==> config.mk <==
export PLATFORM = sky130hd
export DESIGN_NAME = tce_regfile
export DESIGN_NICKNAME = d
export VERILOG_FILES = /design/src/sv/tce_pkg.sv /design/src/sv/tce_regfile.sv
export SDC_FILE = /design/constraint.sdc
export NUM_CORES = 1
export LEC_CHECK = 0
export BUFFER_PORTS_ARGS = -buffer_cell sky130_fd_sc_hd__buf_2
export CAP_MARGIN = 30
export CORE_MARGIN = 2
export CORE_UTILIZATION = 62
export DETAILED_ROUTE_END_ITERATION = 8
export MAX_ROUTING_LAYER = met4
export PLACE_DENSITY = 0.85
export SETUP_SLACK_MARGIN = 0.4
export SLEW_MARGIN = 10
export SYNTH_ARGS = -nofsm -noshare
export SYNTH_HDL_FRONTEND = slang
export SYNTH_SLANG_ARGS = --single-unit
==> constraint.sdc <==
create_clock -name clk_i -period 3.4 [get_ports clk_i]
set_input_delay 0.34 -clock clk_i [delete_from_list [all_inputs] [get_ports clk_i]]
set_output_delay 0.34 -clock clk_i [all_outputs]
set_load 0.005 [all_outputs]
==> src/sv/tce_pkg.sv <==
// Shared types and constants for the tiny CPU instruction execute core.
// Used by tce_regfile, tce_dmem and tiny_cpu_instruction_execute_core.
package tce_pkg;

  // Default sizes of the machine
  localparam int MemWordsDef     = 128;
  localparam int ProgramLinesDef = 512;
  localparam int NumRegsDef      = 6;

  // Value returned by a data read outside the memory
  localparam logic [31:0] MemOorValue = 32'hFFFF_FFFF;

  // Command codes; anything above INP is an unknown command
  typedef enum logic [3:0] {
    CMD_HLT = 4'd0,
    CMD_MOV = 4'd1,
    CMD_ADD = 4'd2,
    CMD_SUB = 4'd3,
    CMD_JPN = 4'd4,
    CMD_JMP = 4'd5,
    CMD_PRN = 4'd6,
    CMD_INP = 4'd7
  } cmd_e;

  // Operand kinds; the unused fourth code reads as an immediate
  typedef enum logic [1:0] {
    KIND_REG = 2'd0,
    KIND_MEM = 2'd1,
    KIND_IMM = 2'd2
  } kind_e;

  // Error codes reported with each result
  typedef enum logic [1:0] {
    ERR_NONE        = 2'd0,
    ERR_CONST_DST   = 2'd1,
    ERR_DST_NOT_REG = 2'd2,
    ERR_UNKNOWN_CMD = 2'd3
  } err_e;

  // Write request into the register file or the data memory
  typedef struct packed {
    logic        en;
    logic [31:0] addr;
    logic [31:0] data;
  } wr_req_t;

endpackage

==> src/sv/tce_regfile.sv <==
// Register file of the tiny CPU: NUM_REGS words, numbered from one,
// two registered read ports with write forwarding. Depends on tce_pkg.
module tce_regfile #(
  parameter int NUM_REGS = tce_pkg::NumRegsDef
) (
  input  logic             clk_i,
  input  logic             rst_ni,
  input  logic             rd_en_i,
  input  logic [31:0]      rd_a_num_i,
  input  logic [31:0]      rd_b_num_i,
  input  tce_pkg::wr_req_t wr_i,
  output logic [31:0]      rd_a_data_o,
  output logic [31:0]      rd_b_data_o
);
  import tce_pkg::*;

  localparam int IdxW = $clog2(NUM_REGS);

  logic [31:0]     rf_q [NUM_REGS];
  logic [31:0]     rd_a_q, rd_b_q;
  logic [31:0]     rd_a_d, rd_b_d;
  logic            wr_ok;
  logic [IdxW-1:0] wr_idx;
  logic            a_ok, b_ok;
  logic [IdxW-1:0] a_idx, b_idx;
  logic [31:0]     a_m1, b_m1, w_m1;

  // Decode register numbers; an out-of-range number points at entry zero
  always_comb begin
    a_m1   = rd_a_num_i - 32'd1;
    b_m1   = rd_b_num_i - 32'd1;
    w_m1   = wr_i.addr - 32'd1;
    a_ok   = (rd_a_num_i >= 32'd1) && (rd_a_num_i <= 32'(NUM_REGS));
    b_ok   = (rd_b_num_i >= 32'd1) && (rd_b_num_i <= 32'(NUM_REGS));
    wr_ok  = wr_i.en && (wr_i.addr >= 32'd1) && (wr_i.addr <= 32'(NUM_REGS));
    a_idx  = a_ok ? a_m1[IdxW-1:0] : '0;
    b_idx  = b_ok ? b_m1[IdxW-1:0] : '0;
    wr_idx = wr_ok ? w_m1[IdxW-1:0] : '0;
  end

  // Select read data: zero when out of range, forwarded when written now
  always_comb begin
    if (!a_ok) begin
      rd_a_d = '0;
    end else if (wr_ok && (wr_idx == a_idx)) begin
      rd_a_d = wr_i.data;
    end else begin
      rd_a_d = rf_q[a_idx];
    end
    if (!b_ok) begin
      rd_b_d = '0;
    end else if (wr_ok && (wr_idx == b_idx)) begin
      rd_b_d = wr_i.data;
    end else begin
      rd_b_d = rf_q[b_idx];
    end
  end

  // Write storage; reset clears every register
  always_ff @(posedge clk_i or negedge rst_ni) begin
    if (!rst_ni) begin
      rf_q <= '{default: '0};
    end else if (wr_ok) begin
      rf_q[wr_idx] <= wr_i.data;
    end
  end

  // Capture read data on the accepted beat, hold otherwise
  always_ff @(posedge clk_i) begin
    if (rd_en_i) begin
      rd_a_q <= rd_a_d;
      rd_b_q <= rd_b_d;
    end
  end

  assign rd_a_data_o = rd_a_q;
  assign rd_b_data_o = rd_b_q;

endmodule

# After elaboration in Yosys (flattened, before gate mapping)

Cells that the tools add are included.

Input port bits: 132
Memory bits (writable): 0
Word-level logic and storage cells: 47
Bits in latches: 0
Output and inout bits: 64
Bits in read-only memories: 0
Register bits after elaboration: 256
Memories: 0

Reductions and logical operators: 7
Div/mod/pow operators: 0
Bitwise gates (word level): 3
Add/subtract/negate cells: 3
Mux-type cells: 14
Equality and inequality tests: 2
Order comparisons: 10
Multiply operators: 0
Shift-type cells: 0

Operator list:

| cell                                                        | number |
|---|---|
| two-way mux 32 bit                                          | 7 |
| binary-select mux 32 bit (select 3 bit)                     | 2 |
| bitwise mux 192 bit                                         | 1 |
| demux 32 bit (select 3 bit)                                 | 1 |
| >= comparator 32 x 1 -> 1 bit (second input constant)       | 3 |
| <= comparator 32 x 3 -> 1 bit (second input constant)       | 3 |
| >= comparator 4 bit (second input constant)                 | 3 |
| inverter 3 -> 4 bit                                         | 3 |
| two-way mux 3 bit                                           | 3 |
| subtractor 3 x 1 -> 3 bit (second input constant)           | 3 |
| logical AND 1 bit                                           | 7 |
| equality test 3 bit                                         | 2 |
| less-than comparator 4 x 1 -> 1 bit (second input constant) | 1 |

# Longest topological paths before layout

Depth in word-level cells: 10
Depth in mapped cells: 13

# Worst setup path after synthesis

No wires, ideal clock.

Kind: input to register
From: input wr_i[32] (netlist name)
To: register rd_a_q[0] (netlist: rd_a_data_o[0]), data pin
Slack: 0.637 ns
Library setup time: 0.274 ns
Buffers on the path: 2
Arrival: 2.489 ns
Data required time: 3.126 ns
Cell stages on the path: 10
Cells stage by stage: clkbuf_1 -> clkinv_1 -> ha_1 -> xor2_1 -> xnor2_1 -> o32ai_1 -> and3_1 -> o221ai_2 -> clkbuf_1 -> a31oi_1

Word-level cells in the longest chain between the ends: 7
Elaborated cells on any way between the ends: 9
Those cells by class: add/sub (1); order compare (2); eq/ne (1); mux (2); reduce/logical (3)

Ends and longest elaborated chain:

| item                            | RTL line          | source |
|---|---|---|
| start: declaration              | tce_regfile.sv:11 | `input tce_pkg::wr_req_t wr_i,` |
| >= comparator 32 x 1 -> 1 bit   | tce_regfile.sv:35 | `wr_ok = wr_i.en && (wr_i.addr >= 32'd1) && (wr_i.addr <= 32'(NUM_REGS));` |
| logical AND 1 bit (2 in series) | tce_regfile.sv:35 |  |
| two-way mux 3 bit               | tce_regfile.sv:38 | `wr_idx = wr_ok ? w_m1[IdxW-1:0] : '0;` |
| equality test 3 bit             | tce_regfile.sv:45 | `end else if (wr_ok && (wr_idx == a_idx)) begin` |
| logical AND 1 bit (*)           | tce_regfile.sv:45 |  |
| two-way mux 32 bit (*)          | tce_regfile.sv:45 |  |
| end signal: assignment          | tce_regfile.sv:71 | `rd_a_q <= rd_a_d;` |
| end: declaration                | tce_regfile.sv:20 | `logic [31:0] rd_a_q, rd_b_q;` |

Mark *: on every way between the ends. The rest lies on a longest branch, timed or not.
A chain may end at the register's enable or synchronous reset.

# Final worst setup path

From: input rd_a_num_i[10]
To: register rd_a_q[0] (netlist: rd_a_data_o[0]), data pin

Word-level cells in the longest chain between the ends: 8
Elaborated cells on any way between the ends: 11
Those cells by class: order compare (2); eq/ne (1); mux (5); bitwise (1); reduce/logical (2)

Ends and longest elaborated chain:

| item                                                                                  | RTL line          | source |
|---|---|---|
| start: declaration                                                                    | tce_regfile.sv:9  | `input logic [31:0] rd_a_num_i,` |
| >= comparator 32 x 1 -> 1 bit / <= comparator 32 x 3 -> 1 bit (equally long branches) | tce_regfile.sv:33 | `a_ok = (rd_a_num_i >= 32'd1) && (rd_a_num_i <= 32'(NUM_REGS));` |
| logical AND 1 bit (*)                                                                 | tce_regfile.sv:33 |  |
| two-way mux 3 bit                                                                     | tce_regfile.sv:36 | `a_idx = a_ok ? a_m1[IdxW-1:0] : '0;` |
| inverter 3 -> 4 bit (not written as such)                                             | tce_regfile.sv:48 | `rd_a_d = rf_q[a_idx];` |
| binary-select mux 32 bit (select 3 bit)                                               | tce_regfile.sv:48 |  |
| two-way mux 32 bit (not written as such) (2 in series)                                | tce_regfile.sv:48 |  |
| two-way mux 32 bit                                                                    | tce_regfile.sv:45 |  |

Mark *: on every way between the ends. The rest lies on a longest branch, timed or not. The select of a mux whose other input is x is not followed.

==> impl_metrics.tcl <==
set metrics [dict create \
    die_area_mm2 0.0231 \
    die_y_um 152 \
    min-delay-path-class "primary input to flop" \
    yosysUniqueCellTypes 45 \
    worstReg2RegEnd "rd_a_data_o[22]" \
    grt_pass1_wl_mm 59.0 \
    status "complete, no violations" \
    root_buffer "clkbuf_16" \
    seq_area_frac_synth 0.495 \
    slew_headroom 0.458 \
    reg2reg_depth 5 \
    drc 0 \
    cts_made_buffers 26 \
    synth_compound_area_frac 0.124 \
    finalHoldViolations 0 \
    rsz0062_at_grt "false" \
    syn_area_mm2 0.0136 \
    dr_total_vias 11000 \
    initialDrtViolationCount 1213 \
    synth_edf_count 64 \
    insertion_delay_ns 0.53 \
    syn_avg_cell_area_um2 11.4 \
    hold_start "wr_i[7]" \
    cp.arrival_ns 2.78 \
    synthSimpleGateAreaFrac 0.0611 \
    grt_start_max_net_pins 86 \
    viasPerCell 6.60 \
    syn_to_final_growth_pct 16.9 \
    p_sw_frac 0.232 \
    cts_tree "built" \
    die_x_um 152 \
    r2r_start "rf_q[118]" \
    drv_slew 0 \
    synthAdderAreaFrac 0.00828 \
    crit_path_frequent_cell "o21ai_0" \
    maxCapViolations 0 \
    clk_pin_slew_ns 0.07 \
    period_share 0.741 \
    drtAntennaViolNets 0 \
    seqPwrFrac 0.482 \
    synthMuxAreaShare 0.276 \
    worstPathRequired_ns 3.65 \
    ys_warn_count 0 \
    wire_per_inst_um 22.7 \
    ctsResizeCount 0 \
    clkSinkCount 256 \
    gp_congestion 0.838 \
    worstPathCellList "buf_2 > or4_1 > nor4_1 > and2_1 > and2_2 > buf_4 > o21ai_0 > o21ai_0 > a31oi_1" \
    worstSetupPathType "primary input to flop" \
    post-dp-hpwl_mm 22.5 \
    core_area_mm2 0.0217 \
    preCtsSetupSlack_ns 0.399 \
    hold-path-cell-count 2 \
    ys.flop_type "dfrtp_1" \
    async_flop_share 0.750 \
    comb_power_share 0.079 \
    max_freq_mhz 397 \
    drt-total-wl_mm 37.7 \
    worst_pin_slew_ns 0.813 \
    p_sw_uw 1550 \
    nets 1499 \
    start_util 0.627 \
    vdd_drop_max_mv 0.386 \
    overflow 0 \
    synth-xor-area-share 0.00515 \
    critical_path.slowest_cell "buf_4" \
    first_pass_iters 7 \
    setup-tns-final_ns 0 \
    synth_top_family_by_area "multiplexers" \
    grt_usage 0.328 \
    hold-path-endpoint "rf_q[103]" \
    drive_above_1_share 0.372 \
    synth_cells 1188 \
    clkPwrFrac 0.439 \
    critPathLaunchType "primary input" \
    clk_path_buf_depth 3 \
    max_stage_delay_ns 0.58 \
    synth_fp_nets 1329 \
    antenna_found_initial 2 \
    crit_path_end_kind "flop" \
    grt_pass1_vias 11100 \
    intPower_uw 5110 \
    p_leak_uw 0.00725 \
    timing.final.ws_setup_ns 0.879 \
    reg2reg_setup_slack_ns 1.90 \
    ios 196 \
    cts_htree_levels 1 \
    port_buffers 195 \
    p_per_area_mw_per_mm2 419 \
    path_max_fanout 63 \
    cts_setup_buffers 0 \
    period_needed_ns 2.52 \
    finClkSkew_ns 0.0149 \
    ys_ff_latch 256 \
    rows 54 \
    finalSetupViolations 0 \
]
==> registers in the layout, indices dropped and copies added, names as in the netlist <==
signal,count
rd_a_data_o,32
rd_b_data_o,32
rf_q,192
==> final cells by class <==
cell class	instances	area (um^2)
Tap cell	280	350
Inverter	10	37.5
Multi-Input combinational cell	830	6520
Fill cell	1428	5790
Timing Repair Buffer	234	1370
Clock inverter	12	80.1
Sequential cell	256	6730
Antenna cell	2	5.00
Clock buffer	36	813
==> layer usage <==
metal / wire, um / global-route usage
met2: 18300 / 0.533
met4: 1420 / 0.137
met5: 0 / -
met3: 3310 / 0.0491
met1: 14700 / 0.413
==> worst max-delay path by stage <==
stage | start | to | slack [ns]
after floorplan | wr_i[32] | rd_a_data_o[0] | 0.64
after global placement | rd_a_num_i[10] | rd_a_data_o[2] | 0.45
after detailed placement | rd_a_num_i[10] | rd_a_data_o[26] | 0.40
after CTS | rd_a_num_i[10] | rd_a_data_o[0] | 0.91
after global routing | rd_a_num_i[29] | rd_a_data_o[0] | 0.72
final | rd_a_num_i[10] | rd_a_data_o[0] | 0.88
==> worst max-delay path, delay by kind of cell <==
family,cells,cell delay (ns)
simple gates,4,1.18
compound gates,3,0.53
buf+inv,2,0.68
==> logic make-up (layout without fill, tap and decap cells) <==
logic type | Yosys count | after routing
compound gates | 304 | 304
xor+xnor | 8 | 8
mux | 347 | 347
simple gates | 162 | 162
flops | 256 | 256
buf+inv | 102 | 292
fa+ha+maj | 9 | 9
other cells | 0 | 2
==> Yosys cell counts, types with 2 or more instances <==
master / instances / area share
and2_1: 2 / 0.00092
xor2_1: 3 / 0.0019
clkbuf_1: 69 / 0.019
edfxtp_1: 64 / 0.14
a211oi_1: 2 / 0.0011
nor3b_2: 2 / 0.0018
o21ai_0: 195 / 0.072
ha_1: 9 / 0.0083
buf_4: 5 / 0.0028
nand4_1: 5 / 0.0023
a31oi_1: 34 / 0.016
or4_1: 4 / 0.0022
o211ai_1: 31 / 0.017
inv_1: 9 / 0.0025
nor2_1: 69 / 0.019
xnor2_1: 5 / 0.0032
o32ai_1: 3 / 0.0019
a21oi_1: 2 / 0.00074
nor4_1: 18 / 0.0083
or2_2: 2 / 0.00092
buf_1: 3 / 0.00083
nand2_1: 14 / 0.0039
or2_1: 21 / 0.0097
o21ai_1: 30 / 0.011
or2_0: 9 / 0.0041
buf_2: 15 / 0.0055
and3_1: 4 / 0.0018
nor3_1: 4 / 0.0015
dfrtp_1: 192 / 0.35
nand3_1: 2 / 0.00074
mux2i_1: 127 / 0.093
mux2_2: 220 / 0.18
a2111oi_0: 2 / 0.0013
==> power by group through the flow <==
stage                     clock (uW)  combinational (uW)  sequential (uW)
after CTS                       2930                 522             3210
final                           2920                 528             3200
after detailed placement           0                 517             3260
after global placement             0                 504             3260
after floorplan                    0                 201             3270
after global routing            3060                 569             3210
==> placed cells by master, fill, tap and decap left out, types with 5 or more instances in the layout <==
cell and n:
or2_1 21, nand4_1 5, mux2_2 220, mux2i_1 127, nand2_1 13, o211ai_1 31, nor4_1 18, buf_12 7
nor2_1 69, buf_2 193, or2_0 9, buf_4 32, ha_1 8, edfxtp_1 64, clkinv_2 7, inv_1 9
o21ai_1 30, a31oi_1 34, dfrtp_1 192, clkbuf_16 30, o21ai_0 195, clkinv_1 5
==> timing repair <==
item / CTS / global route
hold buffers: 1 / 0
setup endpoints to repair: 0 / 0
hold endpoints to repair: 26 / 0
==> per-stage QoR <==
| stage | cell area [um^2] | total power (uW) | hold WS, ns | util | std cells |
|---|---|---|---|---|---|
| floorplan | 13600 | 3470 | 0.0444 | - | 1188 |
| global placement | 15000 | 3770 | 0.229 | 0.691 | 1609 |
| detailed placement | 15000 | 3780 | 0.226 | 0.691 | 1609 |
| CTS | 15900 | 6660 | 0.137 | 0.733 | 1658 |
| global route | 15900 | 6840 | 0.143 | 0.733 | 1660 |
| finish | 15900 | 6660 | 0.149 | 0.733 | 1660 |
No activity file was read; power rests on OpenSTA's default activity.
